<file path="config.mk">
export PLATFORM = sky130hd
export DESIGN_NAME = rpn_stack_evaluator
export DESIGN_NICKNAME = d
export VERILOG_FILES = /design/src/hdl/rse_pkg.sv /design/src/hdl/rse_ram.sv /design/src/hdl/rse_alu.sv /design/src/hdl/rpn_stack_evaluator.sv
export VERILOG_INCLUDE_DIRS = /design/src /design/src/hdl
export SDC_FILE = /design/constraint.sdc
export NUM_CORES = 2
export LEC_CHECK = 0
export ABC_CLOCK_PERIOD_IN_PS = 6600
export BUFFER_PORTS_ARGS = -buffer_cell sky130_fd_sc_hd__buf_2
export CAP_MARGIN = 0
export CORE_MARGIN = 1
export CORE_UTILIZATION = 45
export CTS_CLUSTER_DIAMETER = 80
export CTS_CLUSTER_SIZE = 8
export DETAILED_ROUTE_END_ITERATION = 12
export PLACE_DENSITY = 0.63
export SLEW_MARGIN = 40
export SYNTH_ARGS = -nofsm -noshare
export SYNTH_HDL_FRONTEND = slang
export SYNTH_SLANG_ARGS = --single-unit
</file>
<file path="constraint.sdc">
create_clock -name clk_i -period 6.6 [get_ports clk_i]
set_input_delay 1.32 -clock clk_i [delete_from_list [all_inputs] [get_ports clk_i]]
set_output_delay 1.32 -clock clk_i [all_outputs]
set_load 0.02 [all_outputs]
</file>
<file path="src/hdl/rpn_stack_evaluator_defines.svh">
// Assertion helpers shared by the RTL files.
// Every check runs on the rising edge of clk_i and is held off while rst_ni is low.
`ifndef RPN_STACK_EVALUATOR_DEFINES_SVH
`define RPN_STACK_EVALUATOR_DEFINES_SVH

// Check a property on every clock edge.
`define RSE_ASSERT(lbl, prop, msg) \
  lbl: assert property (@(posedge clk_i) disable iff (!rst_ni) (prop)) else $error(msg);

// Check a consequent in the same cycle as its antecedent.
`define RSE_IMPLIES(lbl, ante, cons, msg) \
  lbl: assert property (@(posedge clk_i) disable iff (!rst_ni) (ante) |-> (cons)) \
    else $error(msg);

// Check a consequent in the cycle after its antecedent.
`define RSE_NEXT(lbl, ante, cons, msg) \
  lbl: assert property (@(posedge clk_i) disable iff (!rst_ni) (ante) |=> (cons)) \
    else $error(msg);

`endif

</file>
<file path="src/hdl/rse_pkg.sv">
`timescale 1ns / 1ps
`default_nettype none

package rse_pkg;

  localparam int StackDepth = 32;
  localparam int DataW      = 32;
  localparam int SpW        = $clog2(StackDepth + 1);
  localparam int AddrW      = $clog2(StackDepth);
  localparam int CntW       = $clog2(DataW);
  localparam int SumW       = DataW + 1;
  localparam int OpW        = 3;
  localparam int OutW       = 32;
  localparam int DepthW     = 6;
  localparam int StatW      = 2;

  typedef enum logic [OpW-1:0] {
    OP_PUSH = 0,
    OP_ADD  = 1,
    OP_SUB  = 2,
    OP_MUL  = 3,
    OP_DIV  = 4
  } op_e;

  typedef enum logic [StatW-1:0] {
    STAT_OK    = 0,
    STAT_UNDER = 1,
    STAT_OVER  = 2,
    STAT_DIVZ  = 3
  } status_e;

  typedef logic signed [DataW-1:0] data_t;

  typedef struct packed {
    logic           start;
    logic [OpW-1:0] op;
    data_t          a;
    data_t          b;
  } alu_req_t;

  typedef struct packed {
    logic  done;
    data_t result;
  } alu_rsp_t;

  // Keep the first error of an expression.
  function automatic status_e note_err(status_e cur, status_e code);
    return (cur == STAT_OK) ? code : cur;
  endfunction

endpackage

`default_nettype wire

</file>
<file path="src/hdl/rse_ram.sv">
`timescale 1ns / 1ps
`default_nettype none

module rse_ram #(
  parameter int Width = 32,
  parameter int Depth = 32
) (
  input  logic                     clk_i,
  input  logic                     we_i,
  input  logic [$clog2(Depth)-1:0] waddr_i,
  input  logic [Width-1:0]         wdata_i,
  input  logic [$clog2(Depth)-1:0] raddr_i,
  output logic [Width-1:0]         rdata_o
);

  logic [Width-1:0] mem_q [Depth];
  logic [Width-1:0] rdata_q;

  always_ff @(posedge clk_i) begin
    if (we_i) begin
      mem_q[waddr_i] <= wdata_i;
    end
    rdata_q <= mem_q[raddr_i];
  end

  assign rdata_o = rdata_q;

endmodule

`default_nettype wire

</file>
<file path="src/hdl/rse_alu.sv">
`timescale 1ns / 1ps
`default_nettype none

module rse_alu (
  input  logic              clk_i,
  input  logic              rst_ni,
  input  rse_pkg::alu_req_t req_i,
  output rse_pkg::alu_rsp_t rsp_o
);

  import rse_pkg::*;

  localparam logic [1:0] A_IDLE = 2'd0;
  localparam logic [1:0] A_MUL  = 2'd1;
  localparam logic [1:0] A_DIV  = 2'd2;
  localparam logic [1:0] A_FIX  = 2'd3;

  logic [1:0]      state_q, state_d;
  data_t           acc_q, acc_d;
  data_t           quo_q, quo_d;
  data_t           dvs_q, dvs_d;
  data_t           res_q, res_d;
  logic            neg_q, neg_d;
  logic            done_q, done_d;
  logic [CntW-1:0] cnt_q, cnt_d;

  logic [SumW-1:0] add_x, add_y, add_sum, rem_sh;
  logic            add_sub;
  data_t           a_abs, b_abs, mul_next;

  // One shared adder: add, subtract, multiply accumulate, divide trial subtract.
  assign add_sum  = add_x + (add_sub ? ~add_y : add_y) + SumW'(add_sub);
  assign rem_sh   = {acc_q, quo_q[DataW-1]};
  assign mul_next = quo_q[0] ? add_sum[DataW-1:0] : acc_q;
  assign a_abs    = req_i.a[DataW-1] ? (~req_i.a + DataW'(1)) : req_i.a;
  assign b_abs    = req_i.b[DataW-1] ? (~req_i.b + DataW'(1)) : req_i.b;

  always_comb begin
    unique case (state_q)
      A_MUL: begin
        add_x   = {1'b0, acc_q};
        add_y   = {1'b0, dvs_q};
        add_sub = 1'b0;
      end
      A_DIV: begin
        add_x   = rem_sh;
        add_y   = {1'b0, dvs_q};
        add_sub = 1'b1;
      end
      default: begin
        add_x   = {1'b0, req_i.a};
        add_y   = {1'b0, req_i.b};
        add_sub = (req_i.op == OP_SUB);
      end
    endcase
  end

  always_comb begin
    state_d = state_q;
    acc_d   = acc_q;
    quo_d   = quo_q;
    dvs_d   = dvs_q;
    res_d   = res_q;
    neg_d   = neg_q;
    cnt_d   = cnt_q;
    done_d  = 1'b0;
    unique case (state_q)
      A_IDLE: begin
        if (req_i.start) begin
          unique case (req_i.op) inside
            OP_ADD, OP_SUB: begin
              res_d  = add_sum[DataW-1:0];
              done_d = 1'b1;
            end
            OP_MUL: begin
              acc_d   = '0;
              dvs_d   = req_i.a;
              quo_d   = req_i.b;
              cnt_d   = CntW'(DataW - 1);
              state_d = A_MUL;
            end
            OP_DIV: begin
              acc_d   = '0;
              quo_d   = a_abs;
              dvs_d   = b_abs;
              neg_d   = req_i.a[DataW-1] ^ req_i.b[DataW-1];
              cnt_d   = CntW'(DataW - 1);
              state_d = A_DIV;
            end
            default: begin
              res_d  = '0;
              done_d = 1'b1;
            end
          endcase
        end
      end
      A_MUL: begin
        // Shift-add: one multiplier bit per cycle, low word kept.
        acc_d = mul_next;
        dvs_d = {dvs_q[DataW-2:0], 1'b0};
        quo_d = {1'b0, quo_q[DataW-1:1]};
        cnt_d = cnt_q - CntW'(1);
        if (cnt_q == '0) begin
          res_d   = mul_next;
          done_d  = 1'b1;
          state_d = A_IDLE;
        end
      end
      A_DIV: begin
        // Restoring divide on magnitudes: one quotient bit per cycle.
        if (!add_sum[DataW]) begin
          acc_d = add_sum[DataW-1:0];
          quo_d = {quo_q[DataW-2:0], 1'b1};
        end else begin
          acc_d = rem_sh[DataW-1:0];
          quo_d = {quo_q[DataW-2:0], 1'b0};
        end
        cnt_d = cnt_q - CntW'(1);
        if (cnt_q == '0) begin
          state_d = A_FIX;
        end
      end
      A_FIX: begin
        res_d   = neg_q ? (~quo_q + DataW'(1)) : quo_q;
        done_d  = 1'b1;
        state_d = A_IDLE;
      end
      default: state_d = A_IDLE;
    endcase
  end

  always_ff @(posedge clk_i or negedge rst_ni) begin
    if (!rst_ni) begin
      state_q <= A_IDLE;
      done_q  <= 1'b0;
      cnt_q   <= '0;
    end else begin
      state_q <= state_d;
      done_q  <= done_d;
      cnt_q   <= cnt_d;
    end
  end

  always_ff @(posedge clk_i) begin
    acc_q <= acc_d;
    quo_q <= quo_d;
    dvs_q <= dvs_d;
    res_q <= res_d;
    neg_q <= neg_d;
  end

  assign rsp_o = '{done: done_q, result: res_q};

endmodule

`default_nettype wire

</file>
<file path="src/hdl/rpn_stack_evaluator.sv">
// Channel  Dir  Handshake              Beat contents
// in       in   in_valid_i/in_ready_o   op_i, operand_i, end_of_expr_i
// out      out  out_valid_o/out_ready_i top_value_o, stack_depth_o, status_o
//
// A token is accepted only in idle; ready stays low until it has been worked through.
// Multiply and divide run on the shared ALU, which steps one bit per cycle over
// the data width.
// Reset is asynchronous, active low; the stack comes up empty, no clearing pass.
// A result beat sits in the output register; the next token is accepted while it
// waits, and only a second end-of-expression token stalls until it is taken.
`timescale 1ns / 1ps
`default_nettype none

`include "rpn_stack_evaluator_defines.svh"

module rpn_stack_evaluator (
  input  logic                              clk_i,
  input  logic                              rst_ni,
  input  logic                              in_valid_i,
  output logic                              in_ready_o,
  input  logic [rse_pkg::OpW-1:0]           op_i,
  input  logic signed [31:0]                operand_i,
  input  logic                              end_of_expr_i,
  output logic                              out_valid_o,
  input  logic                              out_ready_i,
  output logic signed [rse_pkg::OutW-1:0]   top_value_o,
  output logic [rse_pkg::DepthW-1:0]        stack_depth_o,
  output logic [rse_pkg::StatW-1:0]         status_o
);

  import rse_pkg::*;

  // Sequencer states.
  localparam logic [2:0] S_IDLE = 3'd0;  // ready for a token
  localparam logic [2:0] S_EXEC = 3'd1;  // check the stack, push or start a read
  localparam logic [2:0] S_READ = 3'd2;  // second operand arrives, start the ALU
  localparam logic [2:0] S_WAIT = 3'd3;  // wait for the ALU result
  localparam logic [2:0] S_FIN  = 3'd4;  // emit the result beat on end of expression

  logic [2:0]            state_q, state_d;
  logic [OpW-1:0]        op_q;
  data_t                 operand_q;
  logic                  last_q;
  logic [SpW-1:0]        sp_q, sp_d;
  data_t                 top_q, top_d;   // top of stack lives here, the rest in RAM
  status_e               err_q, err_d;

  logic                  out_valid_q, out_valid_d, out_load;
  logic signed [OutW-1:0] out_top_q;
  logic [DepthW-1:0]     out_depth_q;
  status_e               out_stat_q;

  logic                  ram_we;
  logic [AddrW-1:0]      ram_waddr, ram_raddr;
  data_t                 ram_wdata;
  logic [DataW-1:0]      ram_rdata;

  alu_req_t              alu_req;
  alu_rsp_t              alu_rsp;

  rse_ram #(
    .Width (DataW),
    .Depth (StackDepth)
  ) u_stack (
    .clk_i   (clk_i),
    .we_i    (ram_we),
    .waddr_i (ram_waddr),
    .wdata_i (ram_wdata),
    .raddr_i (ram_raddr),
    .rdata_o (ram_rdata)
  );

  rse_alu u_alu (
    .clk_i  (clk_i),
    .rst_ni (rst_ni),
    .req_i  (alu_req),
    .rsp_o  (alu_rsp)
  );

  assign in_ready_o = (state_q == S_IDLE);
  // The second entry sits one below the top register.
  assign ram_raddr  = AddrW'(sp_q - SpW'(2));

  always_comb begin
    state_d   = state_q;
    sp_d      = sp_q;
    top_d     = top_q;
    err_d     = err_q;
    out_load  = 1'b0;
    ram_we    = 1'b0;
    ram_waddr = AddrW'(sp_q - SpW'(1));
    ram_wdata = top_q;
    alu_req   = '{start: 1'b0, op: op_q, a: ram_rdata, b: top_q};
    unique case (state_q)
      S_IDLE: begin
        if (in_valid_i) begin
          state_d = S_EXEC;
        end
      end
      S_EXEC: begin
        state_d = S_FIN;
        case (op_q) inside
          OP_PUSH: begin
            if (sp_q >= SpW'(StackDepth)) begin
              // Full stack: drop the push.
              err_d = note_err(err_q, STAT_OVER);
            end else begin
              // Spill the old top into RAM, then take the operand as new top.
              ram_we = (sp_q != '0);
              top_d  = operand_q;
              sp_d   = sp_q + SpW'(1);
            end
          end
          OP_ADD, OP_SUB, OP_MUL, OP_DIV: begin
            if (sp_q < SpW'(2)) begin
              err_d = note_err(err_q, STAT_UNDER);
            end else if (op_q == OP_DIV && top_q == '0) begin
              err_d = note_err(err_q, STAT_DIVZ);
            end else begin
              state_d = S_READ;
            end
          end
          default: ;  // unknown token: leave the stack alone
        endcase
      end
      S_READ: begin
        alu_req.start = 1'b1;
        state_d       = S_WAIT;
      end
      S_WAIT: begin
        if (alu_rsp.done) begin
          // Pop two, push one: the result replaces the second entry as top.
          top_d   = alu_rsp.result;
          sp_d    = sp_q - SpW'(1);
          state_d = S_FIN;
        end
      end
      S_FIN: begin
        if (!last_q) begin
          state_d = S_IDLE;
        end else if (!out_valid_q || out_ready_i) begin
          out_load = 1'b1;
          sp_d     = '0;
          err_d    = STAT_OK;
          state_d  = S_IDLE;
        end
      end
      default: state_d = S_IDLE;
    endcase
  end

  always_comb begin
    out_valid_d = out_valid_q;
    if (out_load) begin
      out_valid_d = 1'b1;
    end else if (out_ready_i) begin
      out_valid_d = 1'b0;
    end
  end

  always_ff @(posedge clk_i or negedge rst_ni) begin
    if (!rst_ni) begin
      state_q     <= S_IDLE;
      sp_q        <= '0;
      err_q       <= STAT_OK;
      out_valid_q <= 1'b0;
    end else begin
      state_q     <= state_d;
      sp_q        <= sp_d;
      err_q       <= err_d;
      out_valid_q <= out_valid_d;
    end
  end

  always_ff @(posedge clk_i) begin
    top_q <= top_d;
    if (in_valid_i && in_ready_o) begin
      op_q      <= op_i;
      operand_q <= DataW'(operand_i);
      last_q    <= end_of_expr_i;
    end
    if (out_load) begin
      out_top_q   <= (sp_q != '0) ? OutW'(top_q) : '0;
      out_depth_q <= DepthW'(sp_q);
      out_stat_q  <= err_q;
    end
  end

  assign out_valid_o   = out_valid_q;
  assign top_value_o   = out_top_q;
  assign stack_depth_o = out_depth_q;
  assign status_o      = out_stat_q;

  `RSE_ASSERT(a_sp_bound, sp_q <= SpW'(StackDepth), "stack pointer past the stack depth")
  `RSE_IMPLIES(a_alu_done_wait, alu_rsp.done, state_q == S_WAIT, "ALU result outside wait")
  `RSE_IMPLIES(a_out_from_fin, $rose(out_valid_q), $past(state_q == S_FIN && last_q),
    "result beat not caused by an end-of-expression token")
  `RSE_NEXT(a_pop_one, state_q == S_WAIT && alu_rsp.done, sp_q == $past(sp_q) - SpW'(1),
    "arithmetic token did not pop exactly one entry")
  `RSE_NEXT(a_err_sticky, err_q != STAT_OK && !(state_q == S_FIN && last_q),
    err_q == $past(err_q), "sticky error changed within an expression")

endmodule

`default_nettype wire

</file>
==> run_results.csv <==
group,metric,value,unit
timing,finalCritPeriodShare,0.845,
clock_tree,cts_setup_buffers,0,
timing,slew_headroom,0.414,
clock_tree,cts_hold_buffers,0,
placement,gp_congestion,0.904,
logic_synthesis,ys.warnings.count,0,
timing,period_minus_slack,5.58,ns
cells_and_area,drive_gt1_frac,0.233,
hold_path,hold_class,"reg2reg",
global_routing,grt_remaining_overflow,0,
floorplan,ios,82,
logic_synthesis,synth_top_cell_area_share,0.666,
logic_synthesis,yosysUniqueCellTypes,76,
floorplan,num_rows,130,
logic_synthesis,synth_compound_area_frac,0.0624,
detailed_routing,wl_per_cell,28.5,um
global_routing,grtUsageTotal,0.239,
outcome,outcome,"completed",
detailed_routing,wl,152,mm
floorplan,die_width,357,um
logic_synthesis,yosysSeqAreaShare,0.687,
logic_synthesis,yosys-top-cells-area,"edfxtp_1, mux4_2, nand2_1",
logic_synthesis,syn_inst,3388,
clock_tree,insertion_delay,0.81,ns
detailed_routing,vias_per_cell,6.08,
detailed_routing,drcViolationCount,0,
global_routing,grt-busiest-layer,"met2",
clock_tree,clock-sinks,1313,
logic_synthesis,ys_async_sr_fraction,0.0152,
setup_path,worst-path-max-fanout,17,
pwr,p_seq_frac,0.304,
setup_path,r2r_setup_slack,1.02,ns
global_routing,antenna_found_initial,6,
cells_and_area,nNetsFinal,3673,
timing,slew_violations,0,
clock_tree,root_buffer,"clkbuf_16",
setup_path,startpoint_type,"flop",
job,drv_cap,0,
global_routing,grtUsageMet1,0.331,
pwr,power_density,573,nW/um^2
timing,setup_tns,0,ns
floorplan,core_region_area,125000,sq um
logic_synthesis,synth_fp_nets,3481,
pwr,switching_share,0.395,
global_routing,grt_pass1_vias,31800,
pwr,p_sw,14.8,mW
pwr,power_frac_clock,0.230,
global_routing,use_met3,0.0454,
timing,setup_viol,0,
detailed_routing,drt-initial-drc-count,4026,
timing,final.setup_skew,0.0326,ns
logic_synthesis,synth_largest_area_cell,"edfxtp_1",
floorplan,die-area,128000,sq um
clock_tree,clock_path_buffers,3,
logic_synthesis,synth-simple-area-share,0.0516,
timing,hold_viol_final,0,
timing,fmax,0.179,GHz
logic_synthesis,yosys-mux-area-fraction,0.149,
setup_path,cp.required,7.14,ns
pwr,finalPower,37.5,mW
timing,rsz0062_at_grt,"no",
logic_synthesis,synth_area,56800,sq um
pwr,p_leak,21.5,nW
clock_tree,h-tree-depth,4,
logic_synthesis,syn_area_per_cell,16.8,sq um
logic_synthesis,ys_ff_latch,1313,
logic_synthesis,synth_edf_count,1261,
clock_tree,cts_resized,0,
pwr,power.internal,22.7,mW
timing,tightest_slew,0.877,ns
clock_tree,numCtsBuffers,183,
detailed_routing,first_pass_iters,6,
placement,portBuffers,81,
cells_and_area,syn2layout_area_growth,15.3,%
floorplan,initial_core_util,0.453,
placement,hpwlAfterDp,93.8,mm
timing,holdWs,0.474,ns
detailed_routing,dr_total_vias,32300,
logic_synthesis,synth_xor_area_frac,0.0233,
logic_synthesis,synth_adder_area_share,0.0118,
logic_synthesis,synth_top_family_by_area,"multiplexers",
floorplan,chipHeight,357,um
setup_path,crit_type,"reg2reg",
setup_path,worstPathArrival,6.12,ns
cells_and_area,final_core_util,0.522,
detailed_routing,drtAntennaViolNets,0,
global_routing,grt_pass1_wl,221,mm
pwr,ir_worst_vdd,0.000642,V
logic_synthesis,synth-main-ff-cell,"edfxtp_1",
setup_path,worstSetupEndpointType,"flop",
pwr,p_comb_frac,0.466,
clock_tree,clk_pin_slew,0.06,ns
global_routing,grt_start_max_net_pins,129,
clock_tree,cts_tree,"built",
global_routing,globalRouteMet2Util,0.383,
==> cell usage in the layout, fill, tap and decap left out, types with 11 or more instances in the layout <==
cell type,netlist,final
xnor2_1,59,58
mux4_2,320,320
clkbuf_16,0,183
buf_4,0,92
a211oi_1,14,14
a21oi_1,184,184
o22ai_1,16,16
nor2_1,200,167
or3_1,22,22
inv_1,35,34
o211ai_1,11,11
mux2_2,52,52
nand3_1,16,16
and2_1,38,37
nor2b_1,20,19
o31ai_1,27,27
buf_16,0,15
dfrtp_1,20,18
ha_1,52,47
nor3_1,21,21
nor2_4,0,32
o21ai_0,105,105
mux2i_1,64,64
and3_1,13,12
nand2b_1,16,16
nand2_1,259,257
edfxtp_1,1261,1261
a31oi_1,19,19
or4_1,11,11
o21a_1,14,14
a22oi_1,46,46
clkbuf_1,163,69
a221oi_1,34,33
xor2_1,92,91
dfxtp_1,32,32
a21o_1,17,17
buf_2,5,81
==> routing by layer <==
layer,part of all wire,vias to the layer above
met3,0.078,266
met2,0.48,1459
li1,-,13900
met4,0.029,0
met1,0.41,16700
met5,0,-
==> cell usage after synthesis (38+ instances only) <==
| master | n |
|---|---|
| mux2_2 | 52 |
| mux4_2 | 320 |
| a22oi_1 | 46 |
| xnor2_1 | 59 |
| nand2_1 | 259 |
| nor2_1 | 200 |
| a21oi_1 | 184 |
| edfxtp_1 | 1261 |
| o21ai_0 | 105 |
| and2_1 | 38 |
| xor2_1 | 92 |
| ha_1 | 52 |
| mux2i_1 | 64 |
| clkbuf_1 | 163 |
==> worst max-delay path, cell delays in order, from the launching register on <==
cell,delay [ns]
dfrtp_1,0.44
inv_1,0.19
ha_4,0.24
nand2_1,0.37
and2_2,0.59
o21ai_0,0.23
fa_1,0.51
a211oi_1,0.36
nor3_1,0.14
o21ai_0,0.44
a2111oi_2,0.19
nor4_1,0.54
or3_1,0.44
o22ai_1,0.22
a221o_1,0.38
==> power groups by stage <==
stage               logic, mW  clock network, mW  registers, mW
CTS                      17.2               8.75           11.4
global placement         17.1                  0           11.5
floorplan                12.5                  0           11.3
finish                   17.5               8.62           11.4
detailed placement       17.1                  0           11.5
global route             18.8               9.07           11.5
==> stage by stage <==
stage	instances	area (sq um)	worst slack, ns
finish	5319	65500	1.02
floorplan	3388	56800	1.60
CTS	5313	65400	1.01
global route	5316	65500	0.620
detailed placement	5042	60200	1.07
global placement	5023	59700	1.19
==> cell families (layout without fill, tap and decap cells) <==
family / after synthesis / count (layout)
muxes: 437 / 437
DFF: 1313 / 1313
buffers and inverters: 232 / 510
xor gates and xnor gates: 151 / 151
and+or+nand+nor: 652 / 652
other: 0 / 3
AOI/OAI and AO/OA: 550 / 550
adders and majority gates: 53 / 53
==> sequential cells by signal, summed over array words and instances, names as in the netlist, 6 cells and up <==
register / flops
u_stack.mem_q: 1024
operand_q: 32
ram_wdata: 32
top_value_o: 32
u_alu.acc_q: 32
u_alu.dvs_q: 32
u_alu.quo_q: 32
u_alu.res_q: 32
u_stack.rdata_o: 32
sp_q: 6
stack_depth_o: 6
==> final cells by class <==
class	count	area (sq um)
Antenna cell	3	7.51
Clock buffer	252	4840
Clock inverter	19	415
Fill cell	9936	59900
Inverter	36	135
Multi-Input combinational cell	1843	17300
Sequential cell	1313	39000
Tap cell	1650	2060
Timing Repair Buffer	203	1740
==> worst paths after layout <==
| check | startpoint | to | depth (start not counted) |
|---|---|---|---|
| min reg2reg | err_q[0] | status_o[0] | 0 |
| min in group asynchronous | rst_ni | u_alu.done_q | 1 |
| min | err_q[0] | status_o[0] | 0 |
| max | u_alu.state_q[1] | u_alu.acc_q[20] | 14 |
| max in group asynchronous | rst_ni | sp_q[1] | 1 |
| max reg2reg | u_alu.state_q[1] | u_alu.acc_q[20] | 14 |
(Power assumes the default switching activity.)
